`config.mk`:
```
export PLATFORM = sky130hd
export DESIGN_NAME = atlas_shelf_allocator_flat
export DESIGN_NICKNAME = d
export VERILOG_FILES = /design/src/rtl/asa_pkg.sv /design/src/rtl/asa_req_if.sv /design/src/rtl/asa_res_if.sv /design/src/rtl/asa_cfg_if.sv /design/src/rtl/atlas_shelf_allocator.sv /design/src/rtl/asa_ctrl.sv /design/src/rtl/asa_dpath.sv /design/src/flat_wrapper.sv
export SDC_FILE = /design/constraint.sdc
export NUM_CORES = 1
export LEC_CHECK = 0
export ABC_AREA = 1
export BUFFER_PORTS_ARGS = -buffer_cell sky130_fd_sc_hd__buf_2
export CAP_MARGIN = 20
export CORE_MARGIN = 1
export CORE_UTILIZATION = 60
export CTS_CLUSTER_SIZE = 24
export DETAILED_ROUTE_END_ITERATION = 6
export PLACE_DENSITY = 0.85
export SYNTH_ARGS = -nofsm -noshare
export SYNTH_HDL_FRONTEND = slang
export SYNTH_SLANG_ARGS = --single-unit
```
`constraint.sdc`:
```
create_clock -name clk -period 8.11 [get_ports clk]
set_input_delay 0.811 -clock clk [delete_from_list [all_inputs] [get_ports clk]]
set_output_delay 0.811 -clock clk [all_outputs]
set_load 0.02 [all_outputs]
```
`src/rtl/asa_pkg.sv`:
```
// Shared types and constants for the shelf allocator.
// No dependencies; every other file imports this package.
`default_nettype none
package asa_pkg;

  localparam int MAX_PAGES     = 8;
  localparam int COORD_BITS    = 12;
  localparam int FIELD_BITS    = 12;
  localparam int PAGE_IDX_BITS = 3;
  localparam int CFG_IDX_BITS  = 1;

  localparam int PAGE_BITS     = (MAX_PAGES > 1) ? $clog2(MAX_PAGES) : 1;
  localparam int PAGE_CNT_BITS = $clog2(MAX_PAGES + 1);
  localparam int SUM_BITS      = ((COORD_BITS > FIELD_BITS) ? COORD_BITS : FIELD_BITS) + 2;

  localparam int START_POS  = 1;
  localparam int RESET_SIZE = 128;

  localparam logic [CFG_IDX_BITS-1:0] REG_ATLAS_WIDTH  = CFG_IDX_BITS'(0);
  localparam logic [CFG_IDX_BITS-1:0] REG_ATLAS_HEIGHT = CFG_IDX_BITS'(1);

  typedef enum logic [1:0] {
    STAT_PLACED  = 2'd0,
    STAT_TOO_BIG = 2'd1,
    STAT_NO_PAGE = 2'd2
  } alloc_status_t;

  typedef enum logic [2:0] {
    S_IDLE,
    S_CHECK,
    S_SCAN,
    S_PLACE,
    S_EMIT
  } ctl_state_t;

  // controller -> datapath
  typedef struct packed {
    logic load_req;
    logic clr_scan;
    logic inc_scan;
    logic sel_scan;
    logic open_new;
    logic place;
    logic err_big;
    logic err_full;
    logic out_load;
  } dp_cmd_t;

  // datapath -> controller
  typedef struct packed {
    logic too_big;
    logic scan_end;
    logic fits;
    logic full;
    logic out_free;
  } dp_sts_t;

endpackage
`default_nettype wire

```
`src/rtl/asa_req_if.sv`:
```
// Request channel: rectangle size with valid/ready.
// Depends on asa_pkg.
`default_nettype none
interface asa_req_if import asa_pkg::*; ();
  logic                  valid;
  logic                  ready;
  logic [FIELD_BITS-1:0] req_width;
  logic [FIELD_BITS-1:0] req_height;

  modport source (output valid, req_width, req_height, input ready);
  modport sink   (input valid, req_width, req_height, output ready);
endinterface
`default_nettype wire

```
`src/rtl/asa_res_if.sv`:
```
// Result channel: placement of one rectangle with valid/ready.
// Depends on asa_pkg.
`default_nettype none
interface asa_res_if import asa_pkg::*; ();
  logic                     valid;
  logic                     ready;
  logic [PAGE_IDX_BITS-1:0] page_index;
  logic [FIELD_BITS-1:0]    pos_x;
  logic [FIELD_BITS-1:0]    pos_y;
  logic                     opened_page;
  logic [1:0]               status;

  modport source (output valid, page_index, pos_x, pos_y, opened_page, status, input ready);
  modport sink   (input valid, page_index, pos_x, pos_y, opened_page, status, output ready);
endinterface
`default_nettype wire

```
`src/rtl/asa_cfg_if.sv`:
```
// Configuration write channel: register index and data with valid/ready.
// Depends on asa_pkg.
`default_nettype none
interface asa_cfg_if import asa_pkg::*; ();
  logic                    valid;
  logic                    ready;
  logic [CFG_IDX_BITS-1:0] reg_index;
  logic [FIELD_BITS-1:0]   wr_data;

  modport source (output valid, reg_index, wr_data, input ready);
  modport sink   (input valid, reg_index, wr_data, output ready);
endinterface
`default_nettype wire

```
`src/rtl/atlas_shelf_allocator.sv`:
```
// Top level of the shelf allocator: controller plus datapath.
// Depends on asa_pkg, the channel interfaces, asa_ctrl and asa_dpath.
//
// Usage notes
//  - in_ch carries one request (req_width, req_height) per transaction.
//    in_ready is high only while the block is idle, so one request is
//    in flight at a time.
//  - out_ch returns exactly one result per request: page_index, pos_x,
//    pos_y, opened_page and status (placed, larger than a page, no page
//    left). On an error the other fields read zero and nothing changes.
//  - cfg_ch writes atlas_width (index 0) or atlas_height (index 1). It is
//    always ready; write only while no request is outstanding.
//  - A request passes through S_CHECK; an oversize one goes on to S_EMIT,
//    any other through S_SCAN, S_PLACE (skipped when no page is left) and
//    S_EMIT. The page scan, one page per cycle through the cursor register
//    file, tests the open pages and stops at the first one that fits.
//  - A new request is taken the cycle after the result is loaded, even if
//    the receiver has not yet taken it: the output register holds it.
//  - If out_ready stays low the result waits in the output register; a
//    following result then waits in the datapath until the slot frees.
//  - Reset (rst_n low, synchronous) closes all pages and sets both page
//    dimensions to 128 texels.
`default_nettype none
module atlas_shelf_allocator import asa_pkg::*; (
  input  wire logic clk,
  input  wire logic rst_n,
  asa_req_if.sink   in_ch,
  asa_res_if.source out_ch,
  asa_cfg_if.sink   cfg_ch
);

  dp_cmd_t cmd;
  dp_sts_t sts;

  // controller owns request acceptance
  asa_ctrl u_ctrl (
    .clk      (clk),
    .rst_n    (rst_n),
    .in_valid (in_ch.valid),
    .in_ready (in_ch.ready),
    .sts      (sts),
    .cmd      (cmd)
  );

  // datapath owns the page state, size registers and result register
  asa_dpath u_dpath (
    .clk    (clk),
    .rst_n  (rst_n),
    .in_ch  (in_ch),
    .out_ch (out_ch),
    .cfg_ch (cfg_ch),
    .cmd    (cmd),
    .sts    (sts)
  );

endmodule
`default_nettype wire

```
`src/rtl/asa_ctrl.sv`:
```
// Sequencer for the allocator: check, page scan, placement, result hand-off.
// Depends on asa_pkg; drives the datapath through dp_cmd_t.
`default_nettype none
module asa_ctrl import asa_pkg::*; (
  input  wire logic    clk,
  input  wire logic    rst_n,
  input  wire logic    in_valid,
  output logic         in_ready,
  input  wire dp_sts_t sts,
  output dp_cmd_t      cmd
);

  ctl_state_t state_r, state_nxt;

  always_ff @(posedge clk) begin
    if (!rst_n) begin
      state_r <= S_IDLE;
    end else begin
      state_r <= state_nxt;
    end
  end

  always_comb begin
    state_nxt = state_r;
    cmd       = '0;
    in_ready  = 1'b0;
    case (state_r)
      S_IDLE: begin
        in_ready = 1'b1;
        if (in_valid) begin
          cmd.load_req = 1'b1;
          state_nxt    = S_CHECK;
        end
      end
      S_CHECK: begin
        if (sts.too_big) begin
          cmd.err_big = 1'b1;
          state_nxt   = S_EMIT;
        end else begin
          cmd.clr_scan = 1'b1;
          state_nxt    = S_SCAN;
        end
      end
      S_SCAN: begin
        if (sts.scan_end) begin
          if (sts.full) begin
            cmd.err_full = 1'b1;
            state_nxt    = S_EMIT;
          end else begin
            cmd.open_new = 1'b1;
            state_nxt    = S_PLACE;
          end
        end else if (sts.fits) begin
          cmd.sel_scan = 1'b1;
          state_nxt    = S_PLACE;
        end else begin
          cmd.inc_scan = 1'b1;
        end
      end
      S_PLACE: begin
        cmd.place = 1'b1;
        state_nxt = S_EMIT;
      end
      S_EMIT: begin
        if (sts.out_free) begin
          cmd.out_load = 1'b1;
          state_nxt    = S_IDLE;
        end
      end
      default: begin
        state_nxt = S_IDLE;
      end
    endcase
  end

endmodule
`default_nettype wire

```
`src/rtl/asa_dpath.sv`:
```
// Datapath: size registers, per-page cursor file, fit test, placement, output register.
// Depends on asa_pkg and the channel interfaces.
`default_nettype none
module asa_dpath import asa_pkg::*; (
  input  wire logic    clk,
  input  wire logic    rst_n,
  asa_req_if.sink      in_ch,
  asa_res_if.source    out_ch,
  asa_cfg_if.sink      cfg_ch,
  input  wire dp_cmd_t cmd,
  output dp_sts_t      sts
);

  logic [FIELD_BITS-1:0]    aw_r, ah_r;
  logic [FIELD_BITS-1:0]    w_r, h_r;
  logic [PAGE_CNT_BITS-1:0] pages_open_r;
  logic [PAGE_CNT_BITS-1:0] scan_r;
  logic [PAGE_BITS-1:0]     sel_r;
  logic                     opened_r;

  logic [COORD_BITS-1:0] cx_mem [MAX_PAGES];
  logic [COORD_BITS-1:0] cy_mem [MAX_PAGES];
  logic [COORD_BITS-1:0] rh_mem [MAX_PAGES];

  logic [PAGE_IDX_BITS-1:0] res_page_r;
  logic [FIELD_BITS-1:0]    res_x_r, res_y_r;
  logic                     res_opened_r;
  alloc_status_t            res_status_r;

  logic                     out_valid_r;
  logic [PAGE_IDX_BITS-1:0] out_page_r;
  logic [FIELD_BITS-1:0]    out_x_r, out_y_r;
  logic                     out_opened_r;
  alloc_status_t            out_status_r;

  logic [SUM_BITS-1:0] aw_s, ah_s, w_s, h_s;

  assign aw_s = SUM_BITS'(aw_r);
  assign ah_s = SUM_BITS'(ah_r);
  assign w_s  = SUM_BITS'(w_r);
  assign h_s  = SUM_BITS'(h_r);

  // config writes, always accepted
  assign cfg_ch.ready = 1'b1;

  always_ff @(posedge clk) begin
    if (!rst_n) begin
      aw_r <= FIELD_BITS'(RESET_SIZE);
      ah_r <= FIELD_BITS'(RESET_SIZE);
    end else if (cfg_ch.valid) begin
      case (cfg_ch.reg_index)
        REG_ATLAS_WIDTH:  aw_r <= cfg_ch.wr_data;
        REG_ATLAS_HEIGHT: ah_r <= cfg_ch.wr_data;
        default: ;
      endcase
    end
  end

  // fit test on the page under the scan index
  logic [COORD_BITS-1:0] scx, scy, srh;
  logic                  row_over;

  assign scx      = cx_mem[scan_r[PAGE_BITS-1:0]];
  assign scy      = cy_mem[scan_r[PAGE_BITS-1:0]];
  assign srh      = rh_mem[scan_r[PAGE_BITS-1:0]];
  assign row_over = (SUM_BITS'(scx) + w_s) > aw_s;

  assign sts.fits = !(row_over && ((SUM_BITS'(scy) + SUM_BITS'(srh) + h_s) > ah_s))
                    && !((SUM_BITS'(scy) + h_s) > ah_s);
  assign sts.too_big  = ((w_s + SUM_BITS'(START_POS)) > aw_s)
                     || ((h_s + SUM_BITS'(START_POS)) > ah_s);
  assign sts.scan_end = (scan_r == pages_open_r);
  assign sts.full     = (pages_open_r == PAGE_CNT_BITS'(MAX_PAGES));
  assign sts.out_free = !out_valid_r || out_ch.ready;

  // placement on the selected page; a fresh page starts at (START_POS, START_POS)
  logic [COORD_BITS-1:0] bcx, bcy, brh;
  logic [COORD_BITS-1:0] ncx, ncy, nrh, rh_upd;
  logic                  wrap;

  assign bcx  = opened_r ? COORD_BITS'(START_POS) : cx_mem[sel_r];
  assign bcy  = opened_r ? COORD_BITS'(START_POS) : cy_mem[sel_r];
  assign brh  = opened_r ? '0 : rh_mem[sel_r];
  assign wrap = (SUM_BITS'(bcx) + w_s) > aw_s;
  assign ncx  = wrap ? COORD_BITS'(START_POS) : bcx;
  assign ncy  = wrap ? COORD_BITS'(bcy + brh) : bcy;
  assign nrh  = wrap ? '0 : brh;
  assign rh_upd = (h_s > SUM_BITS'(nrh)) ? COORD_BITS'(h_r) : nrh;

  always_ff @(posedge clk) begin
    if (cmd.load_req) begin
      w_r <= in_ch.req_width;
      h_r <= in_ch.req_height;
    end
    if (cmd.open_new) begin
      sel_r    <= pages_open_r[PAGE_BITS-1:0];
      opened_r <= 1'b1;
    end else if (cmd.sel_scan) begin
      sel_r    <= scan_r[PAGE_BITS-1:0];
      opened_r <= 1'b0;
    end
    if (cmd.place) begin
      cx_mem[sel_r] <= COORD_BITS'(ncx + COORD_BITS'(w_r));
      cy_mem[sel_r] <= ncy;
      rh_mem[sel_r] <= rh_upd;
      res_page_r    <= PAGE_IDX_BITS'(sel_r);
      res_x_r       <= FIELD_BITS'(ncx);
      res_y_r       <= FIELD_BITS'(ncy);
      res_opened_r  <= opened_r;
      res_status_r  <= STAT_PLACED;
    end else if (cmd.err_big || cmd.err_full) begin
      res_page_r    <= '0;
      res_x_r       <= '0;
      res_y_r       <= '0;
      res_opened_r  <= 1'b0;
      res_status_r  <= cmd.err_big ? STAT_TOO_BIG : STAT_NO_PAGE;
    end
    if (cmd.out_load) begin
      out_page_r   <= res_page_r;
      out_x_r      <= res_x_r;
      out_y_r      <= res_y_r;
      out_opened_r <= res_opened_r;
      out_status_r <= res_status_r;
    end
  end

  always_ff @(posedge clk) begin
    if (!rst_n) begin
      pages_open_r <= '0;
      scan_r       <= '0;
      out_valid_r  <= 1'b0;
    end else begin
      if (cmd.clr_scan) begin
        scan_r <= '0;
      end else if (cmd.inc_scan) begin
        scan_r <= scan_r + 1'b1;
      end
      if (cmd.place && opened_r) begin
        pages_open_r <= pages_open_r + 1'b1;
      end
      if (cmd.out_load) begin
        out_valid_r <= 1'b1;
      end else if (out_ch.ready) begin
        out_valid_r <= 1'b0;
      end
    end
  end

  assign out_ch.valid       = out_valid_r;
  assign out_ch.page_index  = out_page_r;
  assign out_ch.pos_x       = out_x_r;
  assign out_ch.pos_y       = out_y_r;
  assign out_ch.opened_page = out_opened_r;
  assign out_ch.status      = out_status_r;

endmodule
`default_nettype wire

```
`src/flat_wrapper.sv`:
```
// flat-port wrapper written by rule: the top's interface ports become plain ports
module atlas_shelf_allocator_flat import asa_pkg::*;
  (clk, rst_n, in_ch_valid, in_ch_req_width, in_ch_req_height, in_ch_ready, out_ch_valid, out_ch_page_index, out_ch_pos_x, out_ch_pos_y, out_ch_opened_page, out_ch_status, out_ch_ready, cfg_ch_valid, cfg_ch_reg_index, cfg_ch_wr_data, cfg_ch_ready);
  asa_req_if in_ch_i ();
  asa_res_if out_ch_i ();
  asa_cfg_if cfg_ch_i ();
  input  wire logic clk;
  input  wire logic rst_n;
  input wire logic [$bits(in_ch_i.valid)-1:0] in_ch_valid;
  input wire logic [$bits(in_ch_i.req_width)-1:0] in_ch_req_width;
  input wire logic [$bits(in_ch_i.req_height)-1:0] in_ch_req_height;
  output wire logic [$bits(in_ch_i.ready)-1:0] in_ch_ready;
  output wire logic [$bits(out_ch_i.valid)-1:0] out_ch_valid;
  output wire logic [$bits(out_ch_i.page_index)-1:0] out_ch_page_index;
  output wire logic [$bits(out_ch_i.pos_x)-1:0] out_ch_pos_x;
  output wire logic [$bits(out_ch_i.pos_y)-1:0] out_ch_pos_y;
  output wire logic [$bits(out_ch_i.opened_page)-1:0] out_ch_opened_page;
  output wire logic [$bits(out_ch_i.status)-1:0] out_ch_status;
  input wire logic [$bits(out_ch_i.ready)-1:0] out_ch_ready;
  input wire logic [$bits(cfg_ch_i.valid)-1:0] cfg_ch_valid;
  input wire logic [$bits(cfg_ch_i.reg_index)-1:0] cfg_ch_reg_index;
  input wire logic [$bits(cfg_ch_i.wr_data)-1:0] cfg_ch_wr_data;
  output wire logic [$bits(cfg_ch_i.ready)-1:0] cfg_ch_ready;
  assign in_ch_i.valid = in_ch_valid;
  assign in_ch_i.req_width = in_ch_req_width;
  assign in_ch_i.req_height = in_ch_req_height;
  assign in_ch_ready = in_ch_i.ready;
  assign out_ch_valid = out_ch_i.valid;
  assign out_ch_page_index = out_ch_i.page_index;
  assign out_ch_pos_x = out_ch_i.pos_x;
  assign out_ch_pos_y = out_ch_i.pos_y;
  assign out_ch_opened_page = out_ch_i.opened_page;
  assign out_ch_status = out_ch_i.status;
  assign out_ch_i.ready = out_ch_ready;
  assign cfg_ch_i.valid = cfg_ch_valid;
  assign cfg_ch_i.reg_index = cfg_ch_reg_index;
  assign cfg_ch_i.wr_data = cfg_ch_wr_data;
  assign cfg_ch_ready = cfg_ch_i.ready;
  atlas_shelf_allocator u_core (.clk(clk), .rst_n(rst_n), .in_ch(in_ch_i), .out_ch(out_ch_i), .cfg_ch(cfg_ch_i));
endmodule
```
* Word-level counts from Yosys, hierarchy flattened
Memories as Yosys holds them, arrays and structs flattened. A register that Yosys moved wholly into a read port is not among the register bits.
Cells that the tools add are included.
** Word-level totals
- Memory bits (writable) :: 288
- Input bits :: 42
- Word-level logic and storage cells :: 125
- Register bits after elaboration :: 124
- Memories :: 3
** Memories
- u_core.u_dpath.cx_mem :: words 8, bits a word 12, rd ports 2, clocked after memory_dff 2, wr ports 1, RTL line asa_dpath.sv:21 : logic [COORD_BITS-1:0] cx_mem [MAX_PAGES];
- u_core.u_dpath.cy_mem :: words 8, bits a word 12, rd ports 2, clocked after memory_dff 2, wr ports 1, RTL line asa_dpath.sv:22 : logic [COORD_BITS-1:0] cy_mem [MAX_PAGES];
- u_core.u_dpath.rh_mem :: words 8, bits a word 12, rd ports 2, clocked after memory_dff 2, wr ports 1, RTL line asa_dpath.sv:23 : logic [COORD_BITS-1:0] rh_mem [MAX_PAGES];
** Operators by class
- Bitwise gates (word level) :: 2
- Reductions and logical operators :: 17
- Mux-type cells :: 56
- $add $sub $neg :: 11
- Magnitude comparators :: 7
- Eq/ne operators :: 9
** Operators with widths (number)
- $mux 12 :: 10
- $gt 13x12->1 :: 5
- $mux 3 :: 20
- $add 12x12->13 :: 4
- $add 12x1->13 const B :: 2
- $add 12x12->12 :: 2
- $mux 1 :: 23
- $pmux 3 s5 :: 1
- $add 13x12->14 :: 1
- $gt 14x12->1 :: 1
- $gt 12x12->1 :: 1
- $add 4x1->4 const B :: 2
- $eq 3x2->1 const B :: 2
- $reduce_bool 2->1 :: 3
- $eq 4x4->1 :: 1
- $eq 4x4->1 const B :: 1
- $mux 2 :: 2
- $reduce_and 2->1 :: 2
- $eq 3x1->1 const B :: 1
- $eq 3x3->1 const B :: 1
- $logic_and 1x1->1 :: 3
- $logic_not 1->1 :: 3
- $logic_not 3->1 :: 1
- $logic_or 1x1->1 :: 3
- 6 further kinds :: 7

* Longest topological paths before layout
Gate-level depths: netlist (run 1).
- Depth after elaboration :: 12
- Mapped depth :: 42

* Least setup slack after synthesis (run 1)
OpenSTA, ideal clock, no wires.
- Path type :: reg2reg
- From :: register with a tool-made name
- To :: memory u_core.u_dpath.cx_mem[0][10] (data pin)
- Setup slack :: 2.259 ns
- Clock period less this slack :: 5.851 ns
- Stages on the path, launching flop included :: 40
- Required time :: 7.887 ns
- Arrival :: 5.628 ns
- Buffers on the path :: 7
- Setup time :: 0.223 ns
- Cell sequence :: dfxtp_1 -> buf_2 -> buf_6 -> buf_6 -> buf_2 -> buf_4 -> o21ai_0 -> nand3_1 -> nand3_1 -> ha_1 -> inv_1 -> fa_1 -> nor3_1 -> nor2_1 -> o21ai_0 -> a21oi_1 -> nor2_1 -> nor2_1 -> [... 4 more ...] -> a21oi_2 -> nand2_2 -> nand2_2 -> buf_6 -> buf_4 -> nand2_1 -> ha_1 -> fa_1 -> nand3_1 -> nand2_1 -> nand3_1 -> nand2_1 -> nand3_1 -> nand2_1 -> a21oi_1 -> nor2_1 -> nor2_1 -> xor2_1
** RTL lines (RTL line)
- to (decl) :: asa_dpath.sv:21

==> summary by stage, run 1 <==
Run status
The flow ran to the end, but the final reports show violations. The final reports fail on design-rule violations.

CTS
Buffers inserted during clock tree synthesis total 42. The tree built by TritonCTS fans out to 418 sinks. Hold repair after CTS inserted 0 buffers. No sink is reached through more buffers than the 3 on the longest clock path.

The insertion delay to the later sink of the worst-skew pair is 590 ps. The cell sitting at the root of the clock tree is a clkbuf_16. TritonCTS built the clock tree. The quantity of gates resized following cts is 0. The number of buffers inserted by post-CTS setup repair is 0. The clock slew seen by the registers of the worst setup and hold paths is 60 ps. CTS built an H-tree with a depth of 2.

Yosys
The synthesized net count is 2867. The largest total area in the synthesized netlist belongs to edfxtp_1. In this run, synthesis inferred 373 flip-flops with an integrated enable. After technology mapping, the gate count stands at 2649. The total standard cell area after synthesis is 0.0245 mm^2. The fraction of synthesis flops using an asynchronous set or reset pin is 0. The most frequently used flop master after synthesis is edfxtp_1.

Of the post-synthesis cell area, the dominant cell type holds 0.458. The average footprint of a synthesized cell is 9.24 um^2. Yosys printed 0 warnings. Synthesis instantiated 50 different standard cells from the library. The flop and latch count out of synthesis is 418. Sorting the synthesized cells by area gives the leading types as edfxtp_1 46%, ha_1 8.1%, o21ai_0 7.7%. For this run, the register share of the synthesized area comes to 0.495.

Global routing
The initial antenna violation count is 0. The most utilized layer in the global route result is met2. For met1 alone, demand over resource in global routing was 0.431. Entering global routing, the biggest net connects 85 pins.

The total routing usage reported by global routing is 0.329. The met2 usage in global routing is 0.523. For met3 alone, demand over resource in global routing was 0.0628.

The via count of the first global-routing pass came to 19689. The first global-routing pass estimated 105 mm of wire. Summed over all layers, the global routing overflow is 0.

Timing
The share of the cycle needed by the critical path after routing is 0.848. For the pin with the worst max-slew slack, the measured transition is 1050 ps. Between clock sinks in the finished design, the worst skew comes to 23.9 ps. The number of hold violations in the final report is 0. The final number of setup-violating endpoints is 0. The max-slew headroom at the worst pin is 0.295. Setup repair after global routing left no endpoint under its margin.

Summed over all failing endpoints, the final setup total negative slack is 0 ps. The post-layout minimum cycle time is 6880 ps. The count of final max-slew check failures was 0. Timing would allow up to 145 MHz.

Drt
The final route contains 20674 vias. Dividing the detail-routed wire length by the instance count gives 21.4 um. For this run, the detailed router's first-pass iteration total came to 7. Dividing the detail-routed via count by the number of cells gives 6.41. The count of routing violations after the opening detailed-route iteration is 2997. The DRC violations left is 21. The number of nets with antenna violations after detailed routing is 0.

The total wirelength of the detailed-routed design is 69.2 mm.

Hold path
In this run the worst hold path is classified as in2reg. The start point of the worst min-delay path is in_ch_req_height[1].

Power and ir drop
The sequential fraction of design power is 0.398. The share of total power dissipated in combinational logic is 0.341. The internal portion of the total power is 4.74 mW.

Total power for the finished layout comes to 7.47 mW. Of the total power, the clock network draws 0.261. The maximum vdd drop is 0.193 mV. The power density relative to cell area is 281 mW/mm^2.

Summed over all nets, the switching power comes to 2.73 mW. The static power due to leakage is 10.5 nW. The switching power share of the total is 0.365.

Critical path
The signal arrival time at the worst endpoint is 7140 ps. The kind of cell with the highest combined delay on the critical path is compound AO/OA/AOI/OAI gates. The highest cell delay on the worst timing path is 630 ps. STA classifies the critical path startpoint as a flip-flop. At the worst endpoint, the required time is 8370 ps. Along the worst path, the maximum fanout reaches 56. Together, buffers and inverters on the worst path number 3.

The most numerous cell on the critical path is o21ai_0. The slowest stage of the critical path is the dfxtp_4 cell. The kind of end point of the critical path is a flip-flop. The worst setup path is of the reg2reg kind.

Die
The width of the chip is 204 um. The die covers 0.0416 mm^2. The die height is 204 um.

The initial standard-cell utilization of the core is 0.612. In this run the core area contains 73 standard-cell rows. The placeable core region is 0.0400 mm^2. 75 I/O pins were placed.

Placed design
Routability-driven placement finished with a final weighted congestion of 0.957. During placement, the flow inserted port buffers numbering 73. The number of placed instances, taps included, is 3150.

Once detailed placement completed, the half-perimeter wirelength came to 45.6 mm.

Layout
The post-layout utilization of the core is 0.665. The area growth from synthesis to final layout is 8.73%. The final-stage net count is 2887.

The count of cells in the finished layout, fillers not included, comes to 3227. The ratio of cells with drive above 1 in the final layout is 0.0837.

Flow run
Max-cap violations in this run came to 0.
cell usage after synthesis (4+ instances only):
library cell,count
o21ai_0,375
edfxtp_1,373
nand2_1,343
inv_1,299
a21oi_1,269
nor2_1,205
ha_1,158
clkbuf_1,90
o211ai_1,83
nand3_1,77
a31oi_1,64
xor2_1,63
dfxtp_1,45
nand4_1,26
nor3_1,23
buf_2,22
fa_1,18
xnor2_1,17
o21ai_2,13
buf_4,8
nand2_4,8
nand3b_1,7
a21oi_2,6
buf_1,6
nand2_2,6
o21bai_1,5
a21o_1,4
buf_6,4
inv_2,4
o21ai_1,4
per-layer routing:
layer,up-vias,share of wire
met2,1475,0.45
met5,-,0
met4,0,0.045
li1,9337,-
met3,270,0.13
met1,9592,0.37
sequential cells by signal, indices dropped and copies added, names as in the netlist, 3 cells and up, named ones only:
register	count
u_core.u_dpath.cx_mem	96
u_core.u_dpath.cy_mem	96
u_core.u_dpath.rh_mem	96
u_core.u_dpath.ah_r	12
u_core.u_dpath.aw_r	12
u_core.u_dpath.h_r	12
u_core.u_dpath.out_ch.pos_x	12
u_core.u_dpath.out_ch.pos_y	12
u_core.u_dpath.res_x_r	12
u_core.u_dpath.res_y_r	12
u_core.u_dpath.w_r	12
u_core.u_dpath.pages_open_r	4
u_core.u_dpath.scan_r	4
u_core.u_ctrl.state_r	3
u_core.u_dpath.out_ch.page_index	3
u_core.u_dpath.res_page_r	3
u_core.u_dpath.sel_r	3
cell families after synthesis:
family | after synthesis | share of synthesized area
compound gates | 832 | 0.187
flops | 418 | 0.495
xor+xnor | 80 | 0.0286
other cells | 1 | 0.000153
simple gates | 706 | 0.123
buf+inv | 436 | 0.0711
fa+ha+maj | 176 | 0.0955
per-stage QoR:
stage	worst slack (ps)	area (um^2)	hold WS, ps
after CTS	1380	26600	386
final	1230	26600	401
after global routing	707	26600	393
after global placement	1650	25300	404
after floorplan	2260	24500	400
after detailed placement	1410	25300	405
power groups by stage:
| stage | clock network, mW | registers (mW) | logic [mW] |
|---|---|---|---|
| detailed placement | 0 | 3.01 | 2.44 |
| CTS | 1.96 | 2.97 | 2.46 |
| floorplan | 0 | 2.99 | 1.72 |
| global placement | 0 | 3.01 | 2.35 |
| global route | 2.04 | 2.98 | 2.76 |
| finish | 1.95 | 2.97 | 2.55 |
layout by cell type, fill, tap and decap left out, types with 43 or more instances in the layout:
| master | n |
|---|---|
| o21ai_0 | 375 |
| edfxtp_1 | 373 |
| nand2_1 | 343 |
| inv_1 | 298 |
| a21oi_1 | 269 |
| nor2_1 | 196 |
| ha_1 | 158 |
| o211ai_1 | 83 |
| nand3_1 | 77 |
| buf_2 | 73 |
| a31oi_1 | 64 |
| xor2_1 | 63 |
| clkbuf_16 | 43 |
worst reg2reg max path, delay by kind of cell, from the launching register on:
kind                     cells  cell delay (ps)
XOR/XNOR                     1              170
AO/OA/AOI/OAI               14             2580
adder cells (fa/ha/maj)      3              990
flip-flops                   1              630
buffers and inverters        3             1090
AND/OR/NAND/NOR             10             1090
final timing paths:
path	end	depth (start not counted)	slack [ps]
setup / recovery	u_core.u_dpath.rh_mem[6][11]	31	1230
hold / removal	u_core.u_dpath.h_r[1]	1	400
setup reg to reg	u_core.u_dpath.rh_mem[6][11]	31	1230
hold reg to reg	u_core.u_dpath.out_ch.pos_x[5]	0	420
final cells by class:
| type | count | area [um^2] |
|---|---|---|
| Fill cell | 2835 | 13400 |
| Sequential cell | 418 | 12100 |
| Multi-Input combinational cell | 1795 | 10700 |
| Clock buffer | 57 | 1150 |
| Inverter | 305 | 1140 |
| Tap cell | 525 | 657 |
| Timing Repair Buffer | 107 | 633 |
| Clock inverter | 19 | 206 |
| Antenna cell | 1 | 2.50 |
(Power assumes the default switching activity.)
==> run 2, diff against run 1 <==
CORE_UTILIZATION = 57   (was 60)
clock period = 5.7 ns   (was 8.11 ns; I/O delays follow)
==> run 2 against run 1 <==
Net effect:
- the flow still finishes with violations (design-rule violations)
- design area rose by 3.3%
- via count grew 1.7%
- clock skew is 0.58 ps lower
- critical path depth up 4
- clock power increased by 43%
- critical path type unchanged
- die area is 5.2% higher
==> summary by stage, run 2 (synthesis gave the netlist of run 1 again) <==
Run status
The run finished, with violations left. The checks that failed: design-rule violations.

Die
After floorplanning, the core was sized to cover 0.0421 mm^2. The die covers 0.0438 mm^2. The count of standard-cell rows is 75. For this configuration, the core starts out at a cell density of 0.581. The die is 209 um tall.

The width of the chip is 209 um. The number of I/O pins is 75.

Placed design
The number of instances in the placed design is 3208. After detailed placement, the total cell area comes to 0.0257 mm^2. At the end of routability-driven placement, the weighted congestion stood at 0.938. The half-perimeter wire length of the detailed placement result is 46.4 mm.

The setup slack after placement is -69.8 ps. During placement, the flow inserted port buffers numbering 73.

Global routing
The final global-route overflow total is 0. The total routing usage reported by global routing is 0.312. The via count of the first global-routing pass is 19818. For this run, global-route usage on met3 was measured as 0.0634.

The initial antenna violation count was 1. In the global route stage, met2 resource usage came out at 0.496. The global-route wire length before repair is 106 mm.

The most utilized layer in the global route result is met2. The largest net degree at the start of global routing is 126. For met1 alone, demand over resource in global routing was 0.406.

Layout
The library cell used most frequently in the layout, excluding fill and tap cells, is edfxtp_1. The count of non-filler cells in the finished layout is 3306. At the end of the flow the core is filled with cells to 0.652. In the final layout, the registers with the most flip-flops are u_core.u_dpath.cx_mem x96, u_core.u_dpath.cy_mem x96, u_core.u_dpath.rh_mem x96. After the last flow step, the layout net total stands at 2950. Of the cells placed in the final design, the portion with a size suffix greater than 1 is 0.119. The area growth from synthesis to final layout is 12.3%. In the layout the commonest cells are 373 x edfxtp_1, 364 x o21ai_0, 340 x nand2_1, 295 x inv_1, 266 x a21oi_1. The final design area excluding fillers is 0.0275 mm^2.

Critical path
The worst setup path is captured at a flip-flop. Setup slack on the worst reg-to-reg path comes out at 140 ps. The data required time at the worst endpoint is 6040 ps.

The startpoint type of the worst setup path is a flip-flop. The largest single stage delay on the critical path is 370 ps. Measured in cells, the most critical reg-to-reg path has a length of 35. The critical path start-end classification is reg2reg. On the critical path, the stage with the largest delay is an instance of dfxtp_4. Among the stages of the critical path, the cell type that occurs most often is nand2_1.

The endpoint identified for the worst register-to-register timing path is u_core.u_dpath.rh_mem[0][11]. Of all nets on the critical path, the largest fanout is 11. Data on the critical path arrives at its endpoint at 5900 ps.

CTS
The TritonCTS buffer count is 42. The insertion delay to the later sink of the worst-skew pair is 590 ps. The worst-case clock buffer depth is 3.

The sink count of the clock tree is 418. The tree is rooted in a clkbuf_16. In this run, post-CTS hold repair placed 0 buffers. In this run the number of H-tree levels came out at 2.

Clock-pin slew was measured on the worst setup and hold paths at 70 ps. The TritonCTS clock tree is yes.

Timing
The number of hold violations in the final report is 0. The clock period could shrink to 5560 ps. In this run the tightest slew margin relative to its limit is 0.362. The post-layout worst setup margin is 145 ps. The worst slack on hold paths is 161 ps.

Dividing the final minimum period by the clock period gives 0.975. Setup violations remaining at the end of the flow were counted as 0. Setup repair after global routing could not meet its margin everywhere. For the final database, setup skew stands at 23.3 ps. At the pin with the least slew margin, the transition time is 958 ps. The count of final max-slew check failures came to 0.

The setup TNS after final layout is 0 ps. Based on the critical path, the design can be clocked at up to 180 MHz.

Power and ir drop
In this run the static leakage power is 10.9 nW. The power density relative to cell area is 400 mW/mm^2. IR analysis of the VDD net gives a maximum drop of 0.207 mV.

The completed layout was analyzed and its total power is 11.0 mW.

Drt
After detailed routing, the number of remaining DRC violations is 4. In the routed layout, each cell is associated on average with a via count of 6.36. For this block, the via count after detailed routing is 21034.

For this block, the routed nets add up to 69.9 mm of wire. Dividing the detail-routed wire length by the instance count gives 21.2 um. The number of nets with antenna violations after detailed routing is 0. The count of routing violations after the opening detailed-route iteration is 2929.

The first detailed-routing pass ran for 7 iterations.

Hold path
The tightest min-delay check is of the in2reg type. The destination of the worst hold path is u_core.u_dpath.w_r[9]. The start point of the worst min-delay path is in_ch_req_width[9]. Counting instances, the worst hold path has a depth of 1.

Flow run
Max-cap violations in this run came to 0.
run 2: cell types whose count changed in the layout (fill, tap and decap cells not counted), moves of 5 or more:
cell and change:
a31oi_1 -8, a31oi_2 +8, buf_4 +51, buf_6 +5
clkbuf_1 -6, clkinv_1 +6, ha_1 -8, ha_4 +7
o21ai_0 -11, o21ai_1 +9
run 2: final cells by class:
type | instances | area [um^2]
fillers | 3074 | 14700
flip-flops and latches | 418 | 12100
multi-input cells | 1795 | 10900
repair buffers | 170 | 1230
inverters | 305 | 1150
clock buffers | 50 | 1110
well taps | 539 | 674
clock inverters | 28 | 265
diodes | 1 | 2.50
run 2: worst max-delay path, delay by kind of cell, from the launching register on:
kind,cells,cell delay [ps]
fa+ha+maj,3,890
flops,1,370
simple gates,16,1610
compound gates,10,1570
xor+xnor,1,150
buf+inv,5,710
run 2: power by group:
group	total, mW	switching (mW)	internal [mW]
clock	2.79	1.21	1.58
sequential	4.21	0.0841	4.12
combinational	3.99	2.68	1.31
total	11.0	3.97	7.02
run 2: what timing repair did:
| action | CTS | global route |
|---|---|---|
| gates resized for setup | 1 | 61 |
| setup endpoints to repair | 24 | 175 |
| pin swaps | 1 | 24 |
| setup buffers | 1 | 15 |
| gates cloned | 1 | 2 |
run 2: worst max-delay path by stage:
stage	from	endpoint	slack, ps	cells past startpoint
after floorplan	flip-flop	u_core.u_dpath.cx_mem[0][10]	10	39
after global placement	flip-flop	u_core.u_dpath.cx_mem[4][10]	170	34
after detailed placement	flip-flop	u_core.u_dpath.rh_mem[2][11]	-70	35
after CTS	flip-flop	u_core.u_dpath.cx_mem[3][10]	2	36
after global routing	flip-flop	u_core.u_dpath.rh_mem[1][11]	-90	32
final	flip-flop	u_core.u_dpath.rh_mem[0][11]	140	35
run 2: per-layer routing:
metal  share of wire  up-vias
met5               0        -
li1                -     9474
met3            0.12      319
met1            0.38     9801
met2            0.45     1440
met4           0.053        0
